[src/hw/rtl/nrl_pkg.sv]
// ----------------------------------------------------------------------------
// nrl_pkg: shared types and constants of the run list decoder
// Field widths, result kind codes and the structs that travel between the
// top level and the run engine.
// ----------------------------------------------------------------------------
package nrl_pkg;

   localparam int BYTE_W    = 8;
   localparam int WORD_W    = 64;
   localparam int SIZE_W    = 4;
   localparam int KIND_W    = 2;
   localparam int MAX_BYTES = 8;

   // result kinds
   localparam logic [KIND_W-1:0] KIND_RUN   = 2'd0;
   localparam logic [KIND_W-1:0] KIND_END   = 2'd1;
   localparam logic [KIND_W-1:0] KIND_BAD   = 2'd2;
   localparam logic [KIND_W-1:0] KIND_TRUNC = 2'd3;

   typedef struct packed {
      logic [BYTE_W-1:0] data_byte;
      logic              first_byte;
      logic              buffer_end;
   } nrl_item_type;

   typedef struct packed {
      logic                     has_result;
      logic [KIND_W-1:0]        kind;
      logic [WORD_W-1:0]        start_vcn;
      logic [WORD_W-1:0]        run_length;
      logic signed [WORD_W-1:0] start_lcn;
      logic                     list_done;
   } nrl_result_type;

endpackage

[src/hw/rtl/nrl_channels.sv]
// ----------------------------------------------------------------------------
// nrl channels: valid/ready interfaces of the run list decoder
// One interface for the byte stream, one for decoded results.
// ----------------------------------------------------------------------------
interface nrl_req_if import nrl_pkg::*; ();
   logic              valid;
   logic              ready;
   logic [BYTE_W-1:0] data_byte;
   logic              first_byte;
   logic              buffer_end;

   modport source (output valid, output data_byte, output first_byte,
                   output buffer_end, input ready);
   modport sink   (input valid, input data_byte, input first_byte,
                   input buffer_end, output ready);
endinterface

interface nrl_rsp_if import nrl_pkg::*; ();
   logic                     valid;
   logic                     ready;
   logic [KIND_W-1:0]        kind;
   logic [WORD_W-1:0]        start_vcn;
   logic [WORD_W-1:0]        run_length;
   logic signed [WORD_W-1:0] start_lcn;
   logic                     list_done;

   modport source (output valid, output kind, output start_vcn,
                   output run_length, output start_lcn, output list_done,
                   input ready);
   modport sink   (input valid, input kind, input start_vcn,
                   input run_length, input start_lcn, input list_done,
                   output ready);
endinterface

[src/hw/rtl/nrl_core.sv]
// ----------------------------------------------------------------------------
// nrl_core: run list state and per-byte update
// Holds the decode cursors and turns one registered byte into at most one
// result; state commits only when advance is high.
// ----------------------------------------------------------------------------
module nrl_core import nrl_pkg::*; (
   input  logic           clock,
   input  logic           reset,
   input  logic           advance,
   input  nrl_item_type   item,
   output nrl_result_type result
);

   localparam logic [1:0] PH_HEADER = 2'd0;
   localparam logic [1:0] PH_LEN    = 2'd1;
   localparam logic [1:0] PH_OFF    = 2'd2;

   logic [1:0]        phase_ff, phase_in, phase_cur;
   logic [SIZE_W-1:0] len_size_ff, len_size_in, len_size_cur;
   logic [SIZE_W-1:0] off_size_ff, off_size_in, off_size_cur;
   logic [SIZE_W-1:0] cnt_ff, cnt_in, cnt_cur, cnt_next;
   logic [WORD_W-1:0] len_acc_ff, len_acc_in, len_acc_cur, len_acc_new;
   logic [WORD_W-1:0] off_acc_ff, off_acc_in, off_acc_cur, off_acc_new;
   logic [WORD_W-1:0] vcn_ff, vcn_in, vcn_cur;
   logic [WORD_W-1:0] last_lcn_ff, last_lcn_in, last_lcn_cur;
   logic              stopped_ff, stopped_in, stopped_cur;

   logic [WORD_W-1:0] byte_shifted;
   logic [WORD_W-1:0] fin_len, fin_off, off_ext, lcn_sum;
   logic [5:0]        off_bits;
   logic [SIZE_W-1:0] hdr_len_size, hdr_off_size;
   logic              last;

   // first byte of a list sees a cleared state
   always_comb begin
      phase_cur    = item.first_byte ? PH_HEADER : phase_ff;
      len_size_cur = item.first_byte ? '0 : len_size_ff;
      off_size_cur = item.first_byte ? '0 : off_size_ff;
      cnt_cur      = item.first_byte ? '0 : cnt_ff;
      len_acc_cur  = item.first_byte ? '0 : len_acc_ff;
      off_acc_cur  = item.first_byte ? '0 : off_acc_ff;
      vcn_cur      = item.first_byte ? '0 : vcn_ff;
      last_lcn_cur = item.first_byte ? '0 : last_lcn_ff;
      stopped_cur  = item.first_byte ? 1'b0 : stopped_ff;
   end

   // little-endian field assembly
   assign byte_shifted = {{(WORD_W-BYTE_W){1'b0}}, item.data_byte} << {cnt_cur[2:0], 3'b000};
   assign len_acc_new  = len_acc_cur | byte_shifted;
   assign off_acc_new  = off_acc_cur | byte_shifted;
   assign cnt_next     = cnt_cur + 4'd1;
   assign last         = item.buffer_end;
   assign hdr_len_size = item.data_byte[3:0];
   assign hdr_off_size = item.data_byte[7:4];

   // run completion: sign-extend offset, add to previous cluster
   assign fin_len  = (phase_cur == PH_LEN) ? len_acc_new : len_acc_cur;
   assign fin_off  = (phase_cur == PH_LEN) ? off_acc_cur : off_acc_new;
   assign off_bits = {off_size_cur[2:0], 3'b000};

   always_comb begin
      off_ext = fin_off;
      if (off_size_cur != '0 && off_size_cur < SIZE_W'(MAX_BYTES) &&
          fin_off[off_bits - 6'd1]) begin
         off_ext = fin_off | ~((64'd1 << off_bits) - 64'd1);
      end
   end

   assign lcn_sum = last_lcn_cur + off_ext;

   always_comb begin
      phase_in    = phase_cur;
      len_size_in = len_size_cur;
      off_size_in = off_size_cur;
      cnt_in      = cnt_cur;
      len_acc_in  = len_acc_cur;
      off_acc_in  = off_acc_cur;
      vcn_in      = vcn_cur;
      last_lcn_in = last_lcn_cur;
      stopped_in  = stopped_cur;
      result      = '0;

      if (!stopped_cur) begin
         unique case (phase_cur)
            PH_LEN: begin
               len_acc_in = len_acc_new;
               cnt_in     = cnt_next;
               if (cnt_next >= len_size_cur) begin
                  cnt_in = '0;
                  if (off_size_cur == '0) begin
                     result.has_result = 1'b1;
                     result.kind       = KIND_RUN;
                     result.start_vcn  = vcn_cur;
                     result.run_length = fin_len;
                     result.start_lcn  = lcn_sum;
                     result.list_done  = last;
                     vcn_in            = vcn_cur + fin_len;
                     last_lcn_in       = lcn_sum;
                     phase_in          = PH_HEADER;
                     stopped_in        = last;
                  end else begin
                     phase_in = PH_OFF;
                  end
               end
               if (last && !result.has_result) begin
                  result.has_result = 1'b1;
                  result.kind       = KIND_TRUNC;
                  result.list_done  = 1'b1;
                  phase_in          = PH_HEADER;
                  stopped_in        = 1'b1;
               end
            end
            PH_OFF: begin
               off_acc_in = off_acc_new;
               cnt_in     = cnt_next;
               if (cnt_next >= off_size_cur) begin
                  cnt_in            = '0;
                  result.has_result = 1'b1;
                  result.kind       = KIND_RUN;
                  result.start_vcn  = vcn_cur;
                  result.run_length = fin_len;
                  result.start_lcn  = lcn_sum;
                  result.list_done  = last;
                  vcn_in            = vcn_cur + fin_len;
                  last_lcn_in       = lcn_sum;
                  phase_in          = PH_HEADER;
                  stopped_in        = last;
               end else if (last) begin
                  result.has_result = 1'b1;
                  result.kind       = KIND_TRUNC;
                  result.list_done  = 1'b1;
                  phase_in          = PH_HEADER;
                  stopped_in        = 1'b1;
               end
            end
            default: begin
               // header byte; the unused phase code behaves as a header wait
               if (item.data_byte == '0) begin
                  result.has_result = 1'b1;
                  result.kind       = KIND_END;
                  result.list_done  = 1'b1;
                  phase_in          = PH_HEADER;
                  stopped_in        = 1'b1;
               end else if (hdr_len_size == '0 ||
                            hdr_len_size > SIZE_W'(MAX_BYTES) ||
                            hdr_off_size > SIZE_W'(MAX_BYTES)) begin
                  result.has_result = 1'b1;
                  result.kind       = KIND_BAD;
                  result.list_done  = 1'b1;
                  phase_in          = PH_HEADER;
                  stopped_in        = 1'b1;
               end else begin
                  len_size_in = hdr_len_size;
                  off_size_in = hdr_off_size;
                  cnt_in      = '0;
                  len_acc_in  = '0;
                  off_acc_in  = '0;
                  phase_in    = PH_LEN;
                  if (last) begin
                     result.has_result = 1'b1;
                     result.kind       = KIND_TRUNC;
                     result.list_done  = 1'b1;
                     phase_in          = PH_HEADER;
                     stopped_in        = 1'b1;
                  end
               end
            end
         endcase
      end
   end

   always_ff @(posedge clock) begin
      if (reset) begin
         phase_ff    <= PH_HEADER;
         len_size_ff <= '0;
         off_size_ff <= '0;
         cnt_ff      <= '0;
         len_acc_ff  <= '0;
         off_acc_ff  <= '0;
         vcn_ff      <= '0;
         last_lcn_ff <= '0;
         stopped_ff  <= 1'b0;
      end else if (advance) begin
         phase_ff    <= phase_in;
         len_size_ff <= len_size_in;
         off_size_ff <= off_size_in;
         cnt_ff      <= cnt_in;
         len_acc_ff  <= len_acc_in;
         off_acc_ff  <= off_acc_in;
         vcn_ff      <= vcn_in;
         last_lcn_ff <= last_lcn_in;
         stopped_ff  <= stopped_in;
      end
   end

endmodule

[src/hw/rtl/ntfs_run_list_decoder.sv]
// ----------------------------------------------------------------------------
// ntfs_run_list_decoder: NTFS data run list decoder
// Decodes a byte stream of run headers, lengths and offsets into runs.
// ----------------------------------------------------------------------------
// Takes one run list byte per cycle, sustained, for as long as results are
// drained. A byte lands in an input register and is decoded against the run
// state once the result register is free or being emptied; any result it
// causes is captured in the result register by the same edge that commits
// the run state. The cycle time is set by the decode step: byte insertion
// into the 64-bit field accumulator, sign extension of the offset and one
// 64-bit add for the start cluster (the VCN cursor add runs beside it). Only
// a byte that completes a run, ends the list, carries a bad header or hits
// the buffer end early produces a result transaction; other bytes are
// absorbed silently. Assert first_byte on the header of each new list; after
// a list finishes, bytes are ignored until the next first_byte.
// ----------------------------------------------------------------------------
module ntfs_run_list_decoder import nrl_pkg::*; (
   input  logic      clock,
   input  logic      reset,
   nrl_req_if.sink   req_ch,
   nrl_rsp_if.source rsp_ch
);

   // input register
   logic           in_valid_ff, in_valid_in;
   nrl_item_type   in_item_ff;

   // result register
   logic           out_valid_ff, out_valid_in;
   nrl_result_type out_res_ff;

   nrl_result_type step_res;
   logic           advance;
   logic           req_take;

   // decode proceeds when the result slot is free or being emptied
   assign advance  = in_valid_ff && (!out_valid_ff || rsp_ch.ready);
   assign req_take = req_ch.valid && req_ch.ready;

   assign req_ch.ready = !in_valid_ff || advance;

   always_comb begin
      in_valid_in = in_valid_ff;
      if (req_take) begin
         in_valid_in = 1'b1;
      end else if (advance) begin
         in_valid_in = 1'b0;
      end
   end

   always_comb begin
      out_valid_in = out_valid_ff;
      if (advance) begin
         out_valid_in = step_res.has_result;
      end else if (rsp_ch.ready) begin
         out_valid_in = 1'b0;
      end
   end

   always_ff @(posedge clock) begin
      if (reset) begin
         in_valid_ff  <= 1'b0;
         out_valid_ff <= 1'b0;
      end else begin
         in_valid_ff  <= in_valid_in;
         out_valid_ff <= out_valid_in;
      end
   end

   // payload registers, no reset needed
   always_ff @(posedge clock) begin
      if (req_take) begin
         in_item_ff.data_byte  <= req_ch.data_byte;
         in_item_ff.first_byte <= req_ch.first_byte;
         in_item_ff.buffer_end <= req_ch.buffer_end;
      end
      if (advance && step_res.has_result) begin
         out_res_ff <= step_res;
      end
   end

   nrl_core u_core (
      .clock   (clock),
      .reset   (reset),
      .advance (advance),
      .item    (in_item_ff),
      .result  (step_res)
   );

   assign rsp_ch.valid      = out_valid_ff;
   assign rsp_ch.kind       = out_res_ff.kind;
   assign rsp_ch.start_vcn  = out_res_ff.start_vcn;
   assign rsp_ch.run_length = out_res_ff.run_length;
   assign rsp_ch.start_lcn  = out_res_ff.start_lcn;
   assign rsp_ch.list_done  = out_res_ff.list_done;

endmodule

[src/flat_wrapper.sv]
// flat-port wrapper written by rule: the top's interface ports become plain ports
module ntfs_run_list_decoder_flat import nrl_pkg::*;
  (clock, reset, req_ch_valid, req_ch_data_byte, req_ch_first_byte, req_ch_buffer_end, req_ch_ready, rsp_ch_valid, rsp_ch_kind, rsp_ch_start_vcn, rsp_ch_run_length, rsp_ch_start_lcn, rsp_ch_list_done, rsp_ch_ready);
  nrl_req_if req_ch_i ();
  nrl_rsp_if rsp_ch_i ();
  input  logic clock;
  input  logic reset;
  input wire logic [$bits(req_ch_i.valid)-1:0] req_ch_valid;
  input wire logic [$bits(req_ch_i.data_byte)-1:0] req_ch_data_byte;
  input wire logic [$bits(req_ch_i.first_byte)-1:0] req_ch_first_byte;
  input wire logic [$bits(req_ch_i.buffer_end)-1:0] req_ch_buffer_end;
  output wire logic [$bits(req_ch_i.ready)-1:0] req_ch_ready;
  output wire logic [$bits(rsp_ch_i.valid)-1:0] rsp_ch_valid;
  output wire logic [$bits(rsp_ch_i.kind)-1:0] rsp_ch_kind;
  output wire logic [$bits(rsp_ch_i.start_vcn)-1:0] rsp_ch_start_vcn;
  output wire logic [$bits(rsp_ch_i.run_length)-1:0] rsp_ch_run_length;
  output wire logic [$bits(rsp_ch_i.start_lcn)-1:0] rsp_ch_start_lcn;
  output wire logic [$bits(rsp_ch_i.list_done)-1:0] rsp_ch_list_done;
  input wire logic [$bits(rsp_ch_i.ready)-1:0] rsp_ch_ready;
  assign req_ch_i.valid = req_ch_valid;
  assign req_ch_i.data_byte = req_ch_data_byte;
  assign req_ch_i.first_byte = req_ch_first_byte;
  assign req_ch_i.buffer_end = req_ch_buffer_end;
  assign req_ch_ready = req_ch_i.ready;
  assign rsp_ch_valid = rsp_ch_i.valid;
  assign rsp_ch_kind = rsp_ch_i.kind;
  assign rsp_ch_start_vcn = rsp_ch_i.start_vcn;
  assign rsp_ch_run_length = rsp_ch_i.run_length;
  assign rsp_ch_start_lcn = rsp_ch_i.start_lcn;
  assign rsp_ch_list_done = rsp_ch_i.list_done;
  assign rsp_ch_i.ready = rsp_ch_ready;
  ntfs_run_list_decoder u_core (.clock(clock), .reset(reset), .req_ch(req_ch_i), .rsp_ch(rsp_ch_i));
endmodule
[config.mk]
export PLATFORM = sky130hd
export DESIGN_NAME = ntfs_run_list_decoder_flat
export DESIGN_NICKNAME = d
export VERILOG_FILES = /design/src/hw/rtl/nrl_pkg.sv /design/src/hw/rtl/nrl_channels.sv /design/src/hw/rtl/nrl_core.sv /design/src/hw/rtl/ntfs_run_list_decoder.sv /design/src/flat_wrapper.sv
export SDC_FILE = /design/constraint.sdc
export NUM_CORES = 1
export LEC_CHECK = 0
export BUFFER_PORTS_ARGS = -buffer_cell sky130_fd_sc_hd__buf_2
export CAP_MARGIN = 20
export CELL_PAD_IN_SITES_DETAIL_PLACEMENT = 0
export CELL_PAD_IN_SITES_GLOBAL_PLACEMENT = 1
export CORE_MARGIN = 1
export CORE_UTILIZATION = 37
export CTS_BUF_LIST = sky130_fd_sc_hd__clkbuf_16
export CTS_CLUSTER_DIAMETER = 200
export DETAILED_ROUTE_END_ITERATION = 16
export PLACE_DENSITY_LB_ADDON = 0.1
export SLEW_MARGIN = 5
export SYNTH_ARGS = -nofsm -noshare
export SYNTH_HDL_FRONTEND = slang
export SYNTH_SLANG_ARGS = --single-unit
export TNS_END_PERCENT = 30
[constraint.sdc]
create_clock -name clock -period 24.4 [get_ports clock]
set_clock_uncertainty 0.15 [all_clocks]
set_input_delay 4.88 -clock clock [delete_from_list [all_inputs] [get_ports clock]]
set_output_delay 4.88 -clock clock [all_outputs]
set_load 0.005 [all_outputs]
# Yosys cells after proc, flatten, opt, wreduce, memory -nomap -nowiden
# Index checks and enable logic that the tools add are counted.
[op_classes]
addsub = 5
mul = 0
div_mod_pow = 0
n_lt_le_gt_ge = 6
eq_ne = 2
n_shift = 2
mux = 84
bitwise = 4
n_reduce_logical = 20
[op_table]
columns = ["op", "n"]
rows = [
  ["64-bit two-way mux", 21],
  ["196-bit two-way mux", 5],
  ["64-bit one-hot mux with 2 select lines", 4],
  ["192-bit one-hot mux with 2 select lines", 1],
  ["192-bit two-way mux", 1],
  ["64-bit OR", 3],
  ["64-bit adder", 2],
  ["4-bit two-way mux", 16],
  ["64-bit inverter", 1],
  ["1-bit by 6-bit left shift with 64-bit output (first input constant)", 1],
  ["8-bit by 6-bit left shift with 64-bit output", 1],
  ["64-bit by 1-bit subtractor with 64-bit output (second input constant)", 1],
  ["1-bit two-way mux", 18],
  ["3-bit two-way mux", 5],
  ["2-bit two-way mux", 7],
  ["4-bit >= comparator", 2],
  ["4-bit > comparator (second input constant)", 2],
  ["4-bit zero test", 2],
  ["8-bit zero test", 1],
  ["4-bit one-hot mux with 2 select lines", 1],
  ["6-bit by 7-bit < comparator with 1-bit output (second input constant)", 1],
  ["1-bit binary-select mux with 6-bit select", 1],
  ["1-bit logical AND", 6],
  ["3-bit one-hot mux with 2 select lines", 1],
  ["12 further kinds", 19],
]
[totals]
reg_bits = 478
latchBits = 0
ram_bits = 0
mem_bits_ro = 0
output_inout_bits = 197
elab_cells = 142
memories = 0

# Logic depth before layout (Yosys ltp)
# Gate-level depths: netlist of run 1.
[logic_depth]
ltp_word = 19
depth_mapped = 31
mapped_depth_nobuf = 25

# Modules after synthesis
# Synthesis of run 1 repeated with hierarchy kept, for this count alone.
[unflattened]
hier_cells = 3134
area_unflattened_um2 = 27577.7
[by_module_without_submodules]
columns = ["module", "instances", "cells_per_inst", "area_per_inst_um2"]
rows = [
  ["nrl_core", 1, 2918, 21319.2],
  ["ntfs_run_list_decoder", 1, 216, 6258.5],
]

# Worst setup path after synthesis of run 1
# No wires, ideal clock.
[synth_timing]
path_type = "input port to flip-flop"
from = "input port rsp_ch_ready"
to = "register u_core.out_res_ff (netlist bit u_core.rsp_ch.kind[0]) (enable)"
setup_ns = 0.817
t_arrival_ns = 14.748
path_slack_ns = 8.685
stages = 6
n_path_buf = 0
cell_sequence = "inv_1 nand2_1 nand2_1 nor2_1 nand2_1 a21oi_1"
[synth_via]
elab_chain_cells = 3
[synth_rtl]
columns = ["element", "line_no", "text"]
rows = [
  ["start: declaration", "flat_wrapper.sv:19", "input wire logic [$bits(rsp_ch_i.ready)-1:0] rsp_ch_ready;"],
  ["1-bit logical OR", "ntfs_run_list_decoder.sv:37", "assign advance = in_valid_ff && (!out_valid_ff || rsp_ch.ready);"],
  ["1-bit logical AND", "ntfs_run_list_decoder.sv:37", ""],
  ["1-bit logical AND", "ntfs_run_list_decoder.sv:77", "if (advance && step_res.has_result) begin"],
  ["end signal: assignment", "ntfs_run_list_decoder.sv:78", "out_res_ff <= step_res;"],
  ["end: declaration", "ntfs_run_list_decoder.sv:30", "nrl_result_type out_res_ff;"],
]
# Every way passes these cells.
# A chain may end at the register's enable or synchronous reset.

# Final worst setup path of run 1
[layout_timing]
from = "input port rsp_ch_ready"
to = "output port req_ch_ready"
[layout_via]
elab_chain_cells = 3
[layout_rtl]
columns = ["element", "line_no", "text"]
rows = [
  ["1-bit logical OR", "ntfs_run_list_decoder.sv:37", ""],
  ["1-bit logical AND", "ntfs_run_list_decoder.sv:37", ""],
  ["1-bit logical OR", "ntfs_run_list_decoder.sv:40", "assign req_ch.ready = !in_valid_ff || advance;"],
  ["end: declaration", "flat_wrapper.sv:12", "output wire logic [$bits(req_ch_i.ready)-1:0] req_ch_ready;"],
]
# Every way passes these cells.

==> results of run 1 <==
worst max-delay path by stage:
stage	to	slack, ps	depth (start not counted)
after floorplan	u_core.rsp_ch.kind[0]	8690	6
after global placement	req_ch_ready	14060	4
after detailed placement	req_ch_ready	14060	4
after CTS	req_ch_ready	14060	4
after global routing	req_ch_ready	14040	4
final	req_ch_ready	14060	4
where the power goes:
| group | internal [mW] | switching, mW | leakage [nW] |
|---|---|---|---|
| Clock | 0.519 | 0.356 | 0.945 |
| Combinational | 0.0187 | 0.0626 | 7.63 |
| Sequential | 0.851 | 0.00722 | 4.10 |
metrics by stage:
stage	hold WS, ps	total power, mW	area [um2]	utilization, %
CTS	298	1.84	31500	42.3
finish	304	1.82	31600	42.3
floorplan	267	0.922	27900	-
global placement	282	0.956	29600	39.7
global route	317	1.87	31600	42.3
detailed placement	288	0.958	29600	39.7
critical path: cells and delay by family:
| kind | cells | cell delay, ps |
|---|---|---|
| buffers and inverters | 3 | 330 |
| and+or+nand+nor | 1 | 100 |
state kept, by name (all words and copies together) (netlist names), 4 cells and up:
signal,count
u_core.in_item_ff,10
u_core.rsp_ch.run_length,64
u_core.rsp_ch.start_lcn,64
u_core.rsp_ch.start_vcn,64
u_core.u_core.cnt_ff,4
u_core.u_core.last_lcn_ff,64
u_core.u_core.len_acc_ff,64
u_core.u_core.len_size_ff,4
u_core.u_core.off_acc_ff,64
u_core.u_core.off_size_ff,4
u_core.u_core.vcn_ff,64
final cells by class:
class,instances,area [um2]
flip-flops and latches,478,11600
multi-input cells,2487,15300
fillers,7530,43000
repair buffers,241,1320
clock inverters,47,479
well taps,969,1210
inverters,61,230
clock buffers,57,1430
per-layer routing:
layer | vias to the layer above | GRT usage (%)
met5 | - | 0
met4 | 0 | 8.04
met3 | 170 | 2.45
met2 | 649 | 43.2
met1 | 11979 | 32.3
li1 | 11796 | -
layout by cell type (no fill, tap or decap), types with 8 or more instances in the layout:
cell | Yosys | layout
nor2_1 | 531 | 527
a21oi_1 | 304 | 302
dfxtp_1 | 273 | 273
nand2_1 | 244 | 241
buf_2 | 16 | 209
a22oi_1 | 205 | 205
edfxtp_1 | 205 | 205
o21ai_0 | 152 | 151
ha_1 | 148 | 148
nor2b_1 | 147 | 146
a21o_1 | 123 | 123
and2_1 | 80 | 79
xnor2_1 | 70 | 70
inv_1 | 61 | 64
clkbuf_16 | 0 | 57
xor2_1 | 49 | 49
o21bai_1 | 44 | 44
nand4_1 | 38 | 38
nand3_1 | 31 | 31
nor3_1 | 32 | 31
buf_4 | 2 | 29
a211oi_1 | 26 | 26
and3_1 | 25 | 25
o21a_1 | 17 | 17
a31oi_1 | 16 | 16
nand2b_1 | 15 | 15
o31ai_1 | 14 | 14
clkinv_2 | 0 | 11
clkinv_1 | 0 | 11
or3_1 | 10 | 10
a22o_1 | 10 | 10
o221ai_1 | 9 | 9
nor4_1 | 9 | 9
bufinv_16 | 0 | 9
a221oi_1 | 8 | 8
a21boi_0 | 8 | 8
kinds of logic (layout without fill, tap and decap cells):
group           Yosys count  in the layout  synth area share (%)
buf+inv                 278            406                  4.01
compound gates         1027           1027                  24.1
simple gates           1188           1188                  19.6
flops                   478            478                  41.7
mux                       3              3                 0.112
xor+xnor                119            119                  3.74
fa+ha+maj               150            150                  6.78
==> results.yml, run 1 <==
worst_setup_path:
  r2r_start: "u_core.in_item_ff[1]"
  rr_worst_depth: 25
  critPathSlowestCell: "buf_2"
  required_ps: 19370
  r2r_slack_ps: 14930
  path_class: "primary input to primary output"
  end_kind: "primary output"
  arrival_ps: 5310
  cpMostUsedCell: "buf_2"
  startpoint: "rsp_ch_ready"
  r2r-end: "u_core.rsp_ch.start_lcn[63]"
  cp-start-kind: "primary input"
  cp_cell_sequence: "buf_2 > inv_1 > nand3_1 > buf_2"
  critPathMaxStageDelay_ps: 140
  cp_max_fo: 4
routing:
  drc_errors: 0
  met1_length_um: 43700
  avgRoutedWirePerCell_um: 22.5
  vias: 24594
  ant_nets: 0
  met3_length_um: 3770
  first_iter_violations: 1825
  routed_wl_um: 97700
  first_pass_iters: 5
  vias_per_cell: 5.67
  highest_layer: "met4"
  route.met2.wl_um: 47200
clock_tree:
  cts_sinks: 478
  cts_resized: 0
  clkTransAtPathRegs_ps: 60
  cts_root_buf: "clkbuf_16"
  cts_setup_buffers: 0
  cts_buffer_depth: 3
  cts_buffers: 55
  htreeDepth: 2
  cts_hold_buffers: 0
  cts_tree: "done"
  insertion_delay_ps: 620
grt:
  antenna_found_initial: 2
  grt_pass1_wl_um: 148000
  grt_max_degree: 112
  grt_use_total_pct: 24.9
  grt_pass1_vias: 24337
  overflow: 0
yosys:
  ys_warn_count: 0
  synth_top_area_cell: "edfxtp_1"
  syn_nets: 3407
  syn_area_um2: 27900
  yosys-top-cells-count: "nor2_1, a21oi_1, dfxtp_1, nand2_1"
  ys_top_cells_by_area: "edfxtp_1, dfxtp_1, nor2_1"
  post-synth-top-area-fraction_pct: 22.1
  synth-seq-cells: 478
  syn_area_per_cell_um2: 8.60
  synth_most_common_cell: "nor2_1"
  yosysUniqueCellTypes: 88
  synthFlopType: "dfxtp_1"
  ys_async_sr_fraction_pct: 0
  synth_cells: 3243
  seq_area_frac_synth_pct: 41.7
  synth_edf_count: 205
placement:
  dp_hpwl_um: 68400
  place_congestion: 0.873
  dp_cells: 4235
  dp_slack_ps: 14060
  io_buffer_count: 210
floorplan:
  die_y_um: 277
  core_area_um2: 74600
  num_rows: 100
  fp.dieW_um: 277
  start_util_pct: 37.4
  pin_count: 211
  die_area_um2: 76500
min_path:
  hold_class: "register to register"
  hold_depth: 2
  worstHoldStart: "u_core.u_core.last_lcn_ff[54]"
  min_to: "u_core.u_core.last_lcn_ff[54]"
power:
  max-vdd-ir-drop_mv: 0.0517
  leakage_nw: 12.7
  power.density_nw_per_um2: 57.5
sta:
  drv_slew: 0
  slew_headroom_pct: 22.3
  setup_viol: 0
  worstMarginPinSlew_ps: 1160
  layout_setup_ws_ps: 14060
  rsz0062_at_grt: "false"
  hold_violations: 0
  tns_ps: 0
  min_period_ps: 10340
  max_freq_mhz: 96.7
  fin_crit_sh_pct: 42.4
flow_run:
  drv_cap: 0
final_layout:
  syn2layout_area_growth_pct: 13.1
  layout.nets: 3488
  final_cells: 4340
  layout-drive-gt1-share_pct: 11.3
  antenna_cells: 0
run_status:
  status: "finished clean"
Power figures use the tool's default switching activity.
==> inputs of run 2 (changes only) <==
==> constraint.sdc (replaced) <==
create_clock -name clock -period 8.38 [get_ports clock]
set_clock_uncertainty 0.15 [all_clocks]
set_input_delay 1.676 -clock clock [delete_from_list [all_inputs] [get_ports clock]]
set_output_delay 1.676 -clock clock [all_outputs]
set_load 0.005 [all_outputs]
==> results.yml, run 2 (same netlist as run 1, synthesis figures left out) <==
worst_setup_path:
  cpMostUsedCell: "nand2_1"
  arrival_ps: 7350
  critPathMaxStageDelay_ps: 580
  end_kind: "register"
  path_buf_inv: 4
  cp-start-kind: "register"
  critical_path.top_delay_family: "compound AO/OA/AOI/OAI gates"
  cp_max_fo: 24
  required_ps: 8570
  critPathSlowestCell: "a211oi_1"
  path_class: "register to register"
floorplan:
  fp.dieW_um: 277
  core_area_um2: 74600
  num_rows: 100
  die_area_um2: 76500
  die_y_um: 277
  start_util_pct: 37.4
  pin_count: 211
power:
  leakage_nw: 12.8
  power_mw: 5.35
  max-vdd-ir-drop_mv: 0.154
  power.density_nw_per_um2: 169
clock_tree:
  cts_sinks: 478
  cts_setup_buffers: 0
  cts_buffers: 56
  cts_buffer_depth: 3
  htreeDepth: 2
  cts_root_buf: "clkbuf_16"
  clkTransAtPathRegs_ps: 60
  cts_resized: 0
  insertion_delay_ps: 640
  cts_hold_buffers: 0
  cts_tree: "done"
grt:
  grt_use_total_pct: 25.8
  overflow: 0
  grt_pass1_vias: 24603
  antenna_found_initial: 2
  grt_pass1_wl_um: 152000
  grt_max_degree: 121
placement:
  place_congestion: 0.898
  dp_hpwl_um: 71900
  io_buffer_count: 210
routing:
  first_pass_iters: 5
  ant_nets: 0
  highest_layer: "met4"
  vias: 24820
  routed_wl_um: 101000
  met3_length_um: 4120
  avgRoutedWirePerCell_um: 23.3
  first_iter_violations: 1711
  drc_errors: 0
  met1_length_um: 45400
  vias_per_cell: 5.70
  route.met2.wl_um: 48300
sta:
  rsz0062_at_grt: "false"
  timing.hold.ws_ps: 300
  hold_violations: 0
  worstMarginPinSlew_ps: 1060
  setup_viol: 0
  fin_crit_sh_pct: 85.4
  min_period_ps: 7160
  drv_slew: 0
  slew_headroom_pct: 29.2
  tns_ps: 0
  max_freq_mhz: 140
final_layout:
  mostFrequentLayoutCell: "nor2_1"
  layout.nets: 3501
  multiInputGateArea_um2: 15300
  syn2layout_area_growth_pct: 13.6
  layout-drive-gt1-share_pct: 11.6
  num-fill-cells: 7503
  antenna_cells: 0
  layout_common_cells: "nor2_1, a21oi_1, dfxtp_1, nand2_1, buf_2"
  seq_area_um2: 11600
run_status:
  status: "finished clean"
min_path:
  hold_class: "register to register"
flow_run:
  drv_cap: 0
[run 2: cell types whose count changed in the layout (fill, tap and decap cells not counted), sizes merged]
cell      change
clkinv        -1
buf          +12
clkinvlp      +1
inv           +2
[run 2: worst min-delay path: stages (launching register included)]
cell     delay (ps)
dfxtp_1         320
nand2_1          40
o21ai_0          50
[run 2: worst paths after layout]
| path | startpoint | end | slack [ps] | cells past startpoint |
|---|---|---|---|---|
| setup / recovery | u_core.in_item_ff[1] | u_core.rsp_ch.start_lcn[63] | 1220 | 25 |
| setup reg to reg | u_core.in_item_ff[1] | u_core.rsp_ch.start_lcn[63] | 1220 | 25 |
| hold / removal | u_core.u_core.last_lcn_ff[48] | u_core.u_core.last_lcn_ff[48] | 300 | 2 |
| hold reg to reg | u_core.u_core.last_lcn_ff[48] | u_core.u_core.last_lcn_ff[48] | 300 | 2 |
[run 2: routing by layer]
layer,track usage (%),vias up
li1,-,11830
met1,33.5,12122
met2,44.2,701
met3,2.70,167
met4,9.18,0
met5,0,-
[run 2: layout make-up]
class                           instances  share of cell area, %
Multi-Input combinational cell       2487                   48.2
Sequential cell                       478                   36.7
Clock buffer                           57                   4.50
Timing Repair Buffer                  253                   4.48
Tap cell                              969                   3.82
Clock inverter                         49                   1.63
Inverter                               61                  0.726
[run 2: power breakdown]
part	internal (mW)	total, mW	switching [mW]
clock	1.52	2.61	1.08
sequential	2.48	2.50	0.0223
combinational	0.0565	0.240	0.184
total	4.06	5.35	1.29
[run 2: metrics by stage]
stage	setup slack, ps	util [%]	instance area [um2]	std cells
2_1_floorplan	1490	-	27900	3243
3_3_place_gp	1410	39.9	29700	4245
3_5_place_dp	1270	39.9	29800	4248
4_1_cts	1280	42.5	31700	4354
5_1_grt	686	42.5	31700	4354
6_report	1220	42.5	31700	4354
